### config.mk
export PLATFORM = sky130hd
export DESIGN_NAME = four_register_interpreter_step_top
export DESIGN_NICKNAME = d
export VERILOG_FILES = /design/src/hw/rtl/fris_pkg.sv /design/src/hw/rtl/fris_front.sv /design/src/hw/rtl/fris_queue.sv /design/src/hw/rtl/fris_div.sv /design/src/hw/rtl/fris_back.sv /design/src/hw/rtl/four_register_interpreter_step_top.sv
export SDC_FILE = /design/constraint.sdc
export NUM_CORES = 2
export LEC_CHECK = 0
export BUFFER_PORTS_ARGS = -buffer_cell sky130_fd_sc_hd__buf_2
export CAP_MARGIN = 20
export CORE_MARGIN = 4
export CORE_UTILIZATION = 45
export CTS_CLUSTER_DIAMETER = 150
export DETAILED_ROUTE_END_ITERATION = 10
export PLACE_DENSITY = 0.72
export SLEW_MARGIN = 15
export SYNTH_ARGS = -nofsm -noshare
export SYNTH_HDL_FRONTEND = slang
export SYNTH_SLANG_ARGS = --single-unit
export TNS_END_PERCENT = 30
### constraint.sdc
create_clock -name clk -period 10.2 [get_ports clk]
set_input_delay 0.51 -clock clk [delete_from_list [all_inputs] [get_ports clk]]
set_output_delay 0.51 -clock clk [all_outputs]
set_load 0.02 [all_outputs]
### src/hw/rtl/fris_pkg.sv
`timescale 1ns / 1ps
`default_nettype none
// ---------------------------------------------------------------------------
// fris_pkg: shared types and constants of the four-register interpreter step
// Holds the beat payload structs, the decoded-instruction format passed from
// the front end to the back end, and the state and code enums.
// ---------------------------------------------------------------------------
package fris_pkg;

    localparam int DATA_W            = 32;
    localparam int LINE_W            = 8;
    localparam int TARGET_W          = 7;
    localparam int KIND_W            = 4;
    localparam int GPR_IDX_W         = 2;
    localparam int QUEUE_DEPTH       = 2;
    localparam int DIV_STEPS         = 32;
    localparam int PROGRAM_LINES_DEF = 128;
    localparam int APB_ADDR_W        = 3;
    localparam int APB_DATA_W        = 32;
    localparam int REG_IDX_W         = APB_ADDR_W - 2;

    // Configuration register indexes.
    localparam logic [REG_IDX_W-1:0] REG_LINE_COUNT = 1'b0;

    // Instruction kind codes as they arrive on the input channel.
    localparam logic [KIND_W-1:0] KIND_READ  = 4'd0;
    localparam logic [KIND_W-1:0] KIND_PRINT = 4'd1;
    localparam logic [KIND_W-1:0] KIND_MOV   = 4'd2;
    localparam logic [KIND_W-1:0] KIND_ADD   = 4'd3;
    localparam logic [KIND_W-1:0] KIND_SUB   = 4'd4;
    localparam logic [KIND_W-1:0] KIND_MUL   = 4'd5;
    localparam logic [KIND_W-1:0] KIND_DIV   = 4'd6;
    localparam logic [KIND_W-1:0] KIND_JMP   = 4'd7;
    localparam logic [KIND_W-1:0] KIND_JE    = 4'd8;
    localparam logic [KIND_W-1:0] KIND_JNE   = 4'd9;
    localparam logic [KIND_W-1:0] KIND_JG    = 4'd10;
    localparam logic [KIND_W-1:0] KIND_JGE   = 4'd11;
    localparam logic [KIND_W-1:0] KIND_JL    = 4'd12;
    localparam logic [KIND_W-1:0] KIND_JLE   = 4'd13;

    typedef enum logic [3:0] {
        OP_NOP,
        OP_READ,
        OP_PRINT,
        OP_MOV,
        OP_ADD,
        OP_SUB,
        OP_MUL,
        OP_DIV,
        OP_JMP,
        OP_JCC
    } op_t;

    typedef enum logic [2:0] {
        COND_EQ,
        COND_NE,
        COND_GT,
        COND_GE,
        COND_LT,
        COND_LE
    } cond_t;

    typedef enum logic {
        BK_EXEC,
        BK_DIV
    } bk_state_t;

    typedef struct packed {
        logic [KIND_W-1:0]    kind;
        logic                 src_is_reg;
        logic [GPR_IDX_W-1:0] src_reg;
        logic [DATA_W-1:0]    src_imm;
        logic [GPR_IDX_W-1:0] dst_reg;
        logic                 cmp_is_reg;
        logic [GPR_IDX_W-1:0] cmp_reg;
        logic [DATA_W-1:0]    cmp_imm;
        logic [TARGET_W-1:0]  jump_target;
        logic [DATA_W-1:0]    read_value;
    } in_item_t;

    typedef struct packed {
        logic [LINE_W-1:0] next_line;
        logic              jump_taken;
        logic              print_valid;
        logic [DATA_W-1:0] print_value;
        logic              divide_fault;
        logic              done_res;
    } out_item_t;

    typedef struct packed {
        op_t                  op;
        cond_t                cond;
        logic                 src_is_reg;
        logic [GPR_IDX_W-1:0] src_reg;
        logic [DATA_W-1:0]    src_imm;
        logic [GPR_IDX_W-1:0] dst_reg;
        logic                 cmp_is_reg;
        logic [GPR_IDX_W-1:0] cmp_reg;
        logic [DATA_W-1:0]    cmp_imm;
        logic [TARGET_W-1:0]  jump_target;
        logic [DATA_W-1:0]    read_value;
    } dec_item_t;

endpackage
`default_nettype wire

### src/hw/rtl/fris_front.sv
`timescale 1ns / 1ps
`default_nettype none
// ---------------------------------------------------------------------------
// fris_front: instruction intake and decode
// Accepts input beats while the queue has room and turns the raw kind code
// into an operation class and a compare condition.
// ---------------------------------------------------------------------------
module fris_front
    import fris_pkg::*;
(
    input  wire logic      in_valid,
    output logic           in_ready,
    input  wire in_item_t  in_data,
    input  wire logic      q_full,
    output logic           q_push,
    output dec_item_t      q_item
);

    assign in_ready = !q_full;
    assign q_push   = in_valid && !q_full;

    always_comb
    begin
        q_item.src_is_reg  = in_data.src_is_reg;
        q_item.src_reg     = in_data.src_reg;
        q_item.src_imm     = in_data.src_imm;
        q_item.dst_reg     = in_data.dst_reg;
        q_item.cmp_is_reg  = in_data.cmp_is_reg;
        q_item.cmp_reg     = in_data.cmp_reg;
        q_item.cmp_imm     = in_data.cmp_imm;
        q_item.jump_target = in_data.jump_target;
        q_item.read_value  = in_data.read_value;
        q_item.op          = OP_NOP;
        q_item.cond        = COND_EQ;
        unique case (in_data.kind)
            KIND_READ:  q_item.op = OP_READ;
            KIND_PRINT: q_item.op = OP_PRINT;
            KIND_MOV:   q_item.op = OP_MOV;
            KIND_ADD:   q_item.op = OP_ADD;
            KIND_SUB:   q_item.op = OP_SUB;
            KIND_MUL:   q_item.op = OP_MUL;
            KIND_DIV:   q_item.op = OP_DIV;
            KIND_JMP:   q_item.op = OP_JMP;
            KIND_JE:
            begin
                q_item.op   = OP_JCC;
                q_item.cond = COND_EQ;
            end
            KIND_JNE:
            begin
                q_item.op   = OP_JCC;
                q_item.cond = COND_NE;
            end
            KIND_JG:
            begin
                q_item.op   = OP_JCC;
                q_item.cond = COND_GT;
            end
            KIND_JGE:
            begin
                q_item.op   = OP_JCC;
                q_item.cond = COND_GE;
            end
            KIND_JL:
            begin
                q_item.op   = OP_JCC;
                q_item.cond = COND_LT;
            end
            KIND_JLE:
            begin
                q_item.op   = OP_JCC;
                q_item.cond = COND_LE;
            end
            // Unused kind codes only advance the line.
            default:    q_item.op = OP_NOP;
        endcase
    end

endmodule
`default_nettype wire

### src/hw/rtl/fris_queue.sv
`timescale 1ns / 1ps
`default_nettype none
// ---------------------------------------------------------------------------
// fris_queue: decoded-instruction queue
// A short first-in first-out buffer between decode and execution.
// ---------------------------------------------------------------------------
module fris_queue
    import fris_pkg::*;
(
    input  wire logic      clk,
    input  wire logic      rst_n,
    input  wire logic      push,
    input  wire dec_item_t push_item,
    output logic           full,
    output logic           head_valid,
    output dec_item_t      head_item,
    input  wire logic      pop
);

    localparam int PW = (QUEUE_DEPTH > 1) ? $clog2(QUEUE_DEPTH) : 1;
    localparam int CW = $clog2(QUEUE_DEPTH + 1);

    dec_item_t         slot_mem [QUEUE_DEPTH];
    logic [PW-1:0]     wr_ptr_reg;
    logic [PW-1:0]     rd_ptr_reg;
    logic [CW-1:0]     count_reg;
    logic [PW-1:0]     wr_ptr_next;
    logic [PW-1:0]     rd_ptr_next;
    logic [CW-1:0]     count_next;

    assign full       = (count_reg == CW'(QUEUE_DEPTH));
    assign head_valid = (count_reg != '0);
    assign head_item  = slot_mem[rd_ptr_reg];

    always_comb
    begin
        wr_ptr_next = wr_ptr_reg;
        rd_ptr_next = rd_ptr_reg;
        count_next  = count_reg;
        if (push)
        begin
            wr_ptr_next = (wr_ptr_reg == PW'(QUEUE_DEPTH - 1)) ? '0 : wr_ptr_reg + PW'(1);
        end
        if (pop)
        begin
            rd_ptr_next = (rd_ptr_reg == PW'(QUEUE_DEPTH - 1)) ? '0 : rd_ptr_reg + PW'(1);
        end
        if (push && !pop)
        begin
            count_next = count_reg + CW'(1);
        end
        else if (pop && !push)
        begin
            count_next = count_reg - CW'(1);
        end
    end

    always_ff @(posedge clk or negedge rst_n)
    begin
        if (!rst_n)
        begin
            wr_ptr_reg <= '0;
            rd_ptr_reg <= '0;
            count_reg  <= '0;
        end
        else
        begin
            wr_ptr_reg <= wr_ptr_next;
            rd_ptr_reg <= rd_ptr_next;
            count_reg  <= count_next;
        end
    end

    always_ff @(posedge clk)
    begin
        if (push)
        begin
            slot_mem[wr_ptr_reg] <= push_item;
        end
    end

endmodule
`default_nettype wire

### src/hw/rtl/fris_div.sv
`timescale 1ns / 1ps
`default_nettype none
// ---------------------------------------------------------------------------
// fris_div: iterative signed divider
// Radix-2 restoring division on magnitudes, one quotient bit per cycle,
// quotient truncated toward zero. The result holds until the next start.
// ---------------------------------------------------------------------------
module fris_div
    import fris_pkg::*;
(
    input  wire logic              clk,
    input  wire logic              rst_n,
    input  wire logic              start,
    input  wire logic [DATA_W-1:0] num,
    input  wire logic [DATA_W-1:0] den,
    output logic                   done,
    output logic [DATA_W-1:0]      quo
);

    localparam int SW = $clog2(DIV_STEPS + 1);

    logic [SW-1:0]     count_reg;
    logic              busy_reg;
    logic              done_reg;
    logic              neg_reg;
    logic [DATA_W-1:0] rem_reg;
    logic [DATA_W-1:0] quo_reg;
    logic [DATA_W-1:0] dm_reg;
    logic [DATA_W:0]   rem_shift;
    logic [DATA_W:0]   diff;

    assign rem_shift = {rem_reg, quo_reg[DATA_W-1]};
    assign diff      = rem_shift - {1'b0, dm_reg};
    assign done      = done_reg;
    assign quo       = neg_reg ? (DATA_W'(0) - quo_reg) : quo_reg;

    always_ff @(posedge clk or negedge rst_n)
    begin
        if (!rst_n)
        begin
            busy_reg  <= 1'b0;
            done_reg  <= 1'b0;
            count_reg <= '0;
        end
        else if (start)
        begin
            busy_reg  <= 1'b1;
            done_reg  <= 1'b0;
            count_reg <= SW'(DIV_STEPS);
        end
        else if (busy_reg)
        begin
            count_reg <= count_reg - SW'(1);
            if (count_reg == SW'(1))
            begin
                busy_reg <= 1'b0;
                done_reg <= 1'b1;
            end
        end
    end

    always_ff @(posedge clk)
    begin
        if (start)
        begin
            neg_reg <= num[DATA_W-1] ^ den[DATA_W-1];
            rem_reg <= '0;
            quo_reg <= num[DATA_W-1] ? (DATA_W'(0) - num) : num;
            dm_reg  <= den[DATA_W-1] ? (DATA_W'(0) - den) : den;
        end
        else if (busy_reg)
        begin
            if (!diff[DATA_W])
            begin
                rem_reg <= diff[DATA_W-1:0];
                quo_reg <= {quo_reg[DATA_W-2:0], 1'b1};
            end
            else
            begin
                rem_reg <= rem_shift[DATA_W-1:0];
                quo_reg <= {quo_reg[DATA_W-2:0], 1'b0};
            end
        end
    end

endmodule
`default_nettype wire

### src/hw/rtl/fris_back.sv
`timescale 1ns / 1ps
`default_nettype none
// ---------------------------------------------------------------------------
// fris_back: execution back end
// Holds the four general registers and the line counter, executes the queue
// head, runs divisions through the iterative divider and drives the result
// register.
// ---------------------------------------------------------------------------
module fris_back
    import fris_pkg::*;
#(
    parameter int PROGRAM_LINES = PROGRAM_LINES_DEF
)
(
    input  wire logic              clk,
    input  wire logic              rst_n,
    input  wire logic [LINE_W-1:0] line_count,
    input  wire logic              q_valid,
    input  wire dec_item_t         q_item,
    output logic                   q_pop,
    output logic                   out_valid,
    input  wire logic              out_ready,
    output out_item_t              out_data
);

    localparam int LIM_W = $clog2(PROGRAM_LINES + 1);
    localparam int CW    = (LIM_W > LINE_W) ? LIM_W : LINE_W;
    localparam logic [CW-1:0] LIMIT_MAX = CW'(PROGRAM_LINES);

    bk_state_t             state_reg;
    bk_state_t             state_next;
    logic [DATA_W-1:0]     ax_reg;
    logic [DATA_W-1:0]     bx_reg;
    logic [DATA_W-1:0]     cx_reg;
    logic [DATA_W-1:0]     dx_reg;
    logic [LINE_W-1:0]     line_reg;
    logic                  out_valid_reg;
    out_item_t             out_data_reg;

    logic [DATA_W-1:0]     src_val;
    logic [DATA_W-1:0]     cmp_val;
    logic [DATA_W-1:0]     dst_val;
    logic [DATA_W-1:0]     mul_lo;
    logic                  slot_free;
    logic                  complete;
    logic                  wr_en;
    logic [DATA_W-1:0]     wr_val;
    logic                  taken;
    logic                  cond_hit;
    out_item_t             res;
    logic                  div_start;
    logic                  div_done;
    logic [DATA_W-1:0]     div_quo;

    function automatic logic [DATA_W-1:0] gpr_pick(
        input logic [GPR_IDX_W-1:0] idx,
        input logic [DATA_W-1:0]    r0,
        input logic [DATA_W-1:0]    r1,
        input logic [DATA_W-1:0]    r2,
        input logic [DATA_W-1:0]    r3
    );
        logic [DATA_W-1:0] val;
        unique case (idx)
            2'd0:    val = r0;
            2'd1:    val = r1;
            2'd2:    val = r2;
            default: val = r3;
        endcase
        return val;
    endfunction

    assign src_val = q_item.src_is_reg
                   ? gpr_pick(q_item.src_reg, ax_reg, bx_reg, cx_reg, dx_reg)
                   : q_item.src_imm;
    assign cmp_val = q_item.cmp_is_reg
                   ? gpr_pick(q_item.cmp_reg, ax_reg, bx_reg, cx_reg, dx_reg)
                   : q_item.cmp_imm;
    assign dst_val = gpr_pick(q_item.dst_reg, ax_reg, bx_reg, cx_reg, dx_reg);
    assign mul_lo  = dst_val * src_val;

    assign slot_free = !out_valid_reg || out_ready;
    assign out_valid = out_valid_reg;
    assign out_data  = out_data_reg;

    fris_div u_div (
        .clk   (clk),
        .rst_n (rst_n),
        .start (div_start),
        .num   (src_val),
        .den   (dst_val),
        .done  (div_done),
        .quo   (div_quo)
    );

    always_comb
    begin
        unique case (q_item.cond)
            COND_EQ: cond_hit = (src_val == cmp_val);
            COND_NE: cond_hit = (src_val != cmp_val);
            COND_GT: cond_hit = ($signed(src_val) >  $signed(cmp_val));
            COND_GE: cond_hit = ($signed(src_val) >= $signed(cmp_val));
            COND_LT: cond_hit = ($signed(src_val) <  $signed(cmp_val));
            COND_LE: cond_hit = ($signed(src_val) <= $signed(cmp_val));
            default: cond_hit = 1'b0;
        endcase
    end

    // Next state.
    always_comb
    begin
        state_next = state_reg;
        unique case (state_reg)
            BK_EXEC:
            begin
                if (div_start)
                begin
                    state_next = BK_DIV;
                end
            end
            BK_DIV:
            begin
                if (complete)
                begin
                    state_next = BK_EXEC;
                end
            end
        endcase
    end

    // Outputs and datapath control.
    always_comb
    begin
        div_start = 1'b0;
        complete  = 1'b0;
        wr_en     = 1'b0;
        wr_val    = src_val;
        taken     = 1'b0;
        res       = '0;
        unique case (state_reg)
            BK_EXEC:
            begin
                div_start = q_valid && (q_item.op == OP_DIV) && (dst_val != '0);
                complete  = q_valid && slot_free && !div_start;
            end
            BK_DIV:
            begin
                complete = div_done && slot_free;
            end
        endcase

        unique case (q_item.op)
            OP_READ:
            begin
                wr_en  = 1'b1;
                wr_val = q_item.read_value;
            end
            OP_PRINT:
            begin
                res.print_valid = 1'b1;
                res.print_value = src_val;
            end
            OP_MOV:
            begin
                wr_en  = 1'b1;
                wr_val = src_val;
            end
            OP_ADD:
            begin
                wr_en  = 1'b1;
                wr_val = dst_val + src_val;
            end
            OP_SUB:
            begin
                wr_en  = 1'b1;
                wr_val = dst_val - src_val;
            end
            OP_MUL:
            begin
                wr_en  = 1'b1;
                wr_val = mul_lo;
            end
            OP_DIV:
            begin
                // Completing in the execute state means the divisor was zero.
                wr_en            = (state_reg == BK_DIV);
                wr_val           = div_quo;
                res.divide_fault = (state_reg == BK_EXEC);
            end
            OP_JMP:  taken = 1'b1;
            OP_JCC:  taken = cond_hit;
            default: taken = 1'b0;
        endcase

        res.jump_taken = taken;
        res.next_line  = taken ? LINE_W'(q_item.jump_target) : (line_reg + LINE_W'(1));
        res.done_res   = (res.next_line >= line_count) || (CW'(res.next_line) >= LIMIT_MAX);
    end

    assign q_pop = complete;

    always_ff @(posedge clk or negedge rst_n)
    begin
        if (!rst_n)
        begin
            state_reg     <= BK_EXEC;
            ax_reg        <= '0;
            bx_reg        <= '0;
            cx_reg        <= '0;
            dx_reg        <= '0;
            line_reg      <= '0;
            out_valid_reg <= 1'b0;
        end
        else
        begin
            state_reg <= state_next;
            if (complete)
            begin
                line_reg      <= res.next_line;
                out_valid_reg <= 1'b1;
                if (wr_en)
                begin
                    unique case (q_item.dst_reg)
                        2'd0:    ax_reg <= wr_val;
                        2'd1:    bx_reg <= wr_val;
                        2'd2:    cx_reg <= wr_val;
                        default: dx_reg <= wr_val;
                    endcase
                end
            end
            else if (out_ready)
            begin
                out_valid_reg <= 1'b0;
            end
        end
    end

    always_ff @(posedge clk)
    begin
        if (complete)
        begin
            out_data_reg <= res;
        end
    end

endmodule
`default_nettype wire

### src/hw/rtl/four_register_interpreter_step_top.sv
`timescale 1ns / 1ps
`default_nettype none
// ---------------------------------------------------------------------------
// four_register_interpreter_step_top: four-register interpreter step
// Executes one decoded instruction per input beat on four signed 32-bit
// registers and a line counter and returns one result beat per instruction.
// ---------------------------------------------------------------------------
//
//   Channel   Signals                              Direction  Beat
//   --------  -----------------------------------  ---------  ----------------
//   input     in_valid / in_ready / in_data        in         one instruction
//   output    out_valid / out_ready / out_data     out        one result
//   config    psel penable pwrite paddr pwdata     in         line_count write
//             prdata pready                        out
//
// A non-divide instruction passes the queue slot and the output register,
// and the back end retires one such instruction per cycle while the output
// register is free. A divide with a nonzero divisor holds the back end to
// start, run the radix-2 divider loop and retire; that loop sets the worst rate.
// Reset clears the registers, the line counter, line_count and the queue.
// The input stalls only when the decode queue is full; the back end stalls
// only while a finished result waits in the output register.
//
// The front end decodes each input beat into a short queue; the back end
// executes from the queue head so that each side stalls independently.
module four_register_interpreter_step_top
    import fris_pkg::*;
#(
    parameter int PROGRAM_LINES = PROGRAM_LINES_DEF
)
(
    input  wire logic                  clk,
    input  wire logic                  rst_n,
    input  wire logic                  in_valid,
    output logic                       in_ready,
    input  wire in_item_t              in_data,
    output logic                       out_valid,
    input  wire logic                  out_ready,
    output out_item_t                  out_data,
    input  wire logic                  psel,
    input  wire logic                  penable,
    input  wire logic                  pwrite,
    input  wire logic [APB_ADDR_W-1:0] paddr,
    input  wire logic [APB_DATA_W-1:0] pwdata,
    output logic [APB_DATA_W-1:0]      prdata,
    output logic                       pready
);

    logic [LINE_W-1:0]    line_count_reg;
    logic [REG_IDX_W-1:0] reg_idx;
    logic                 cfg_wr;
    logic                 q_push;
    logic                 q_full;
    dec_item_t            q_in_item;
    logic                 q_valid;
    dec_item_t            q_head;
    logic                 q_pop;

    // Configuration port: registers sit at word-aligned byte addresses.
    assign pready  = 1'b1;
    assign reg_idx = paddr[APB_ADDR_W-1:2];
    assign cfg_wr  = psel && penable && pwrite;
    assign prdata  = (reg_idx == REG_LINE_COUNT) ? APB_DATA_W'(line_count_reg) : '0;

    always_ff @(posedge clk or negedge rst_n)
    begin
        if (!rst_n)
        begin
            line_count_reg <= '0;
        end
        else if (cfg_wr && (reg_idx == REG_LINE_COUNT))
        begin
            line_count_reg <= pwdata[LINE_W-1:0];
        end
    end

    fris_front u_front (
        .in_valid (in_valid),
        .in_ready (in_ready),
        .in_data  (in_data),
        .q_full   (q_full),
        .q_push   (q_push),
        .q_item   (q_in_item)
    );

    fris_queue u_queue (
        .clk        (clk),
        .rst_n      (rst_n),
        .push       (q_push),
        .push_item  (q_in_item),
        .full       (q_full),
        .head_valid (q_valid),
        .head_item  (q_head),
        .pop        (q_pop)
    );

    fris_back #(
        .PROGRAM_LINES (PROGRAM_LINES)
    ) u_back (
        .clk        (clk),
        .rst_n      (rst_n),
        .line_count (line_count_reg),
        .q_valid    (q_valid),
        .q_item     (q_head),
        .q_pop      (q_pop),
        .out_valid  (out_valid),
        .out_ready  (out_ready),
        .out_data   (out_data)
    );

    // The back end retires only an instruction that is really in the queue.
    assert property (@(posedge clk) disable iff (!rst_n) q_pop |-> q_valid)
        else $error("queue popped while empty");

    // Retiring must never overwrite a result that has not been taken.
    assert property (@(posedge clk) disable iff (!rst_n)
        q_pop |-> (!out_valid || out_ready))
        else $error("result register overwritten");

    // A print neither jumps nor faults.
    assert property (@(posedge clk) disable iff (!rst_n)
        out_valid |-> !(out_data.print_valid && (out_data.jump_taken || out_data.divide_fault)))
        else $error("print result carries jump or fault");

    // A taken jump lands inside the seven-bit target range.
    assert property (@(posedge clk) disable iff (!rst_n)
        (out_valid && out_data.jump_taken) |-> (out_data.next_line[LINE_W-1] == 1'b0))
        else $error("jump target out of range");

endmodule
`default_nettype wire

==> summary.md <==
| Metric | Value |
|---|---|
| Status | finished clean |
| Reg2reg end | u_back.bx_reg[26] |
| Initial DRC count | 3,789 |
| Primary FF master, synth | edfxtp_1 |
| Setup WS pre-CTS | 171 ps |
| Area of the multi-input gates | 29,000 um2 |
| CTS buffer count | 56 |
| Vias in the first global route | 38,200 |
| Worst Path Arrival | 10,510 ps |
| Static leakage | 23.1 nW |
| CP Max Fanout | 24 |
| Yosys Warn Count | 0 |
| Tot GR Track Use | 0.289 |
| Die Y-Extent | 331 um |
| DRC viols | 0 |
| Minimum clock period | 9950 ps |
| Setup Viol. Count Final | 0 |
| Fin. Hold Viols | 0 |
| Ys async rst share | 0.295 |
| Drt pass-1 iters | 7 |
| Final period util | 0.976 |
| Clock Sinks | 535 |
| Antenna violations before repair | 7 |
| GP Congestion | 1.06 |
| Overall power | 9.23 mW |
| DP HPWL | 123,000 um |
| Worst Hold End | u_queue.slot_mem[0][81] |
| H-tree depth | 2 |
| Hold/Removal Path Class | in2reg |
| Site Rows | 118 |
| Sequential Area | 15,000 um2 |
| Layout Utilization | 0.509 |
| Vias after detailed routing | 37,800 |
| FILL cells | 9,370 |
| Seq/Total Area, Yosys | 0.318 |
| Die Width | 331 um |
| R2R Setup Slk | 250 ps |
| Average cell area after synthesis | 9.94 um2 |
| Layout area overhead | 12.2% |
| Fin. max-slew vios | 0 |
| CP Launch Type | flop |
| Layout Nets | 5,793 |
| CTS root buf | clkbuf_16 |
| Deepest clock path buffer count | 3 |
| Least-Margin Pin Slew | 1140 ps |
| Port buffer count | 184 |
| RSZ-0062 raised after global routing | false |
| Min-delay src | in_data[81] |
| Cell depth of the worst flop-to-flop path | 27 |
| Initial Utilization | 0.454 |
| Die Area | 110,000 um2 |
| Slew HR | 0.235 |
| Layout cell share with drive strength beyond 1 | 0.147 |
| Clock Latency Late Sink | 670 ps |
| Remaining global-route overflow | 0 |
| DRT antenna net count | 0 |
| Per-cell routed wire length | 25.0 um |
| Via density | 5.88 |
| Reg clk slew, reported paths | 60 ps |
| Top Ports | 236 |
| Max reg flops | 236 |
| Largest net degree at the start of global routing | 96 |
| Post-synth EDFFs | 345 |
| Critical path type | reg2reg |
| Setup tns final | 0 ps |
| Reg2reg start | u_queue.rd_ptr_reg |
| Layout Skew | 45.8 ps |
| Post-synthesis register bit count | 535 |
| Max VDD drop | 0.157 mV |
| Synth Instances | 4,731 |
| Core area | 104,000 um2 |
| CP endpoint kind | flop |
| Hold Crit Depth | 1 |
| Min setup slack post-route | 247 ps |
| F_max | 0.100 GHz |
| Post-synthesis cell area | 47,000 um2 |
| Distinct cells, synth | 115 |
| Max_cap viols | 0 |
| WL final | 161,000 um |
| PwrDens | 175 nW/um2 |
| TritonCTS clock tree | done |
| CP required | 10,750 ps |
| First-pass GRT wire length | 241,000 um |
-- metal layers --
metal | wire length [um] | share of wire | vias up | track usage
li1 | - | - | 16500 | -
met1 | 61200 | 0.38 | 18700 | 0.371
met2 | 71800 | 0.45 | 2039 | 0.453
met3 | 16600 | 0.10 | 520 | 0.0675
met4 | 11300 | 0.070 | 0 | 0.159
met5 | 0 | 0 | - | 0
-- cell usage in the layout (no fill, tap or decap), drive strengths merged, types with 21 or more instances in the layout --
cell type    instances
a211oi              33
a21o                46
a21oi              200
a221oi              22
a31oi               38
and2                31
buf                396
clkbuf              77
clkinv              32
conb                25
dfrtp              158
dfxtp               32
dlygate4sd3         47
edfxtp             345
fa                 410
ha                 235
inv                507
mux2               149
mux2i              191
mux4                34
nand2              526
nand2b              42
nand3               59
nand4               26
nor2               526
nor2b               46
nor3                46
o21a                21
o21ai              199
o22ai               26
o31ai               25
xnor2              195
xor2                57
-- worst max-delay path by stage --
stage	from	end	cells past startpoint
2_1_floorplan	u_queue.rd_ptr_reg	u_back.ax_reg[31]	35
3_3_place_gp	u_queue.rd_ptr_reg	u_back.cx_reg[30]	28
3_5_place_dp	u_queue.rd_ptr_reg	u_back.ax_reg[30]	28
4_1_cts	u_queue.rd_ptr_reg	u_back.ax_reg[30]	28
5_1_grt	u_queue.rd_ptr_reg	u_back.bx_reg[30]	32
6_report	u_queue.rd_ptr_reg	u_back.bx_reg[26]	27
-- stage by stage --
stage          area, um2  std cells  hold WS (ps)
2_1_floorplan      47100       4754           214
3_3_place_gp       50200       6255           481
4_1_cts            52600       6408          1.22
3_5_place_dp       50200       6255           488
6_report           52800       6422          24.6
5_1_grt            52800       6420          11.3
-- cells in the mapped netlist, drive strengths merged, types with 9 or more instances --
cell type | count | area, um2
o22a | 11 | 96.3
xor2 | 57 | 499
nor2 | 526 | 1980
o22ai | 26 | 163
fa | 410 | 8210
nand4 | 26 | 178
dfxtp | 32 | 641
and2 | 31 | 194
nor3 | 46 | 235
buf | 113 | 771
a32oi | 11 | 104
edfxtp | 345 | 10400
nand2 | 526 | 1980
xnor2 | 195 | 1710
a221oi | 22 | 199
a21o | 46 | 345
o21a | 21 | 158
clkinv | 13 | 48.8
dfrtp | 158 | 3950
or3 | 12 | 75.1
and3 | 17 | 106
inv | 505 | 1900
nor2b | 46 | 288
mux2 | 149 | 1690
mux2i | 191 | 1950
ha | 235 | 2940
nand2b | 42 | 263
a21oi | 200 | 1000
nor4 | 13 | 103
a211oi | 33 | 275
o31ai | 25 | 211
nand3 | 59 | 320
a22o | 9 | 78.8
a31oi | 38 | 278
clkbuf | 152 | 572
o211ai | 16 | 125
o21ai | 199 | 1000
mux4 | 34 | 766
-- layout make-up --
class,instances,share of cell area
sequential,535,0.283
clock inverter,30,0.00640
timing repair buffer,444,0.0602
inverter,518,0.0369
antenna,3,0.000142
tap,1380,0.0327
multi-input combinational,3436,0.550
clock buffer,76,0.0299
-- power by group --
| group | switching (mW) | internal (mW) | total (mW) |
|---|---|---|---|
| Clock | 0.901 | 1.20 | 2.10 |
| Combinational | 2.93 | 1.54 | 4.47 |
| Sequential | 0.0767 | 2.59 | 2.66 |
-- cell families after synthesis --
group                    count (synthesis)  synth area share
AND/OR/NAND/NOR                       1392             0.130
buffers and inverters                  783            0.0700
AO/OA/AOI/OAI                          744             0.102
adder cells (fa/ha/maj)                645             0.237
flip-flops                             535             0.318
multiplexers                           374            0.0937
XOR/XNOR                               256            0.0489
other                                    2          0.000160
-- repair_timing --
item,CTS,global route
hold endpoints to repair,107,0
hold buffers,47,0
gates resized for setup,0,5
setup endpoints to repair,0,25
buffers inserted,0,9
-- worst max-delay path: stages, from the launching register on --
cell      delay [ps]
dfrtp_4          650
or3b_1           500
and2_0           420
o22a_1           310
o211ai_1         620
inv_1            370
buf_4            280
nand2_1           90
fa_1             170
inv_1             50
fa_1             480
inv_1             50
fa_1             390
fa_1             520
fa_1             550
inv_1             50
fa_1             440
fa_1             530
fa_1             420
ha_1             370
nand4_1          160
o21ai_0          550
nor2_1           100
o21ai_0          440
o22ai_1          270
a221oi_1         500
a21oi_1          180
mux2_1           310
No activity file was read; power rests on OpenSTA's default activity.
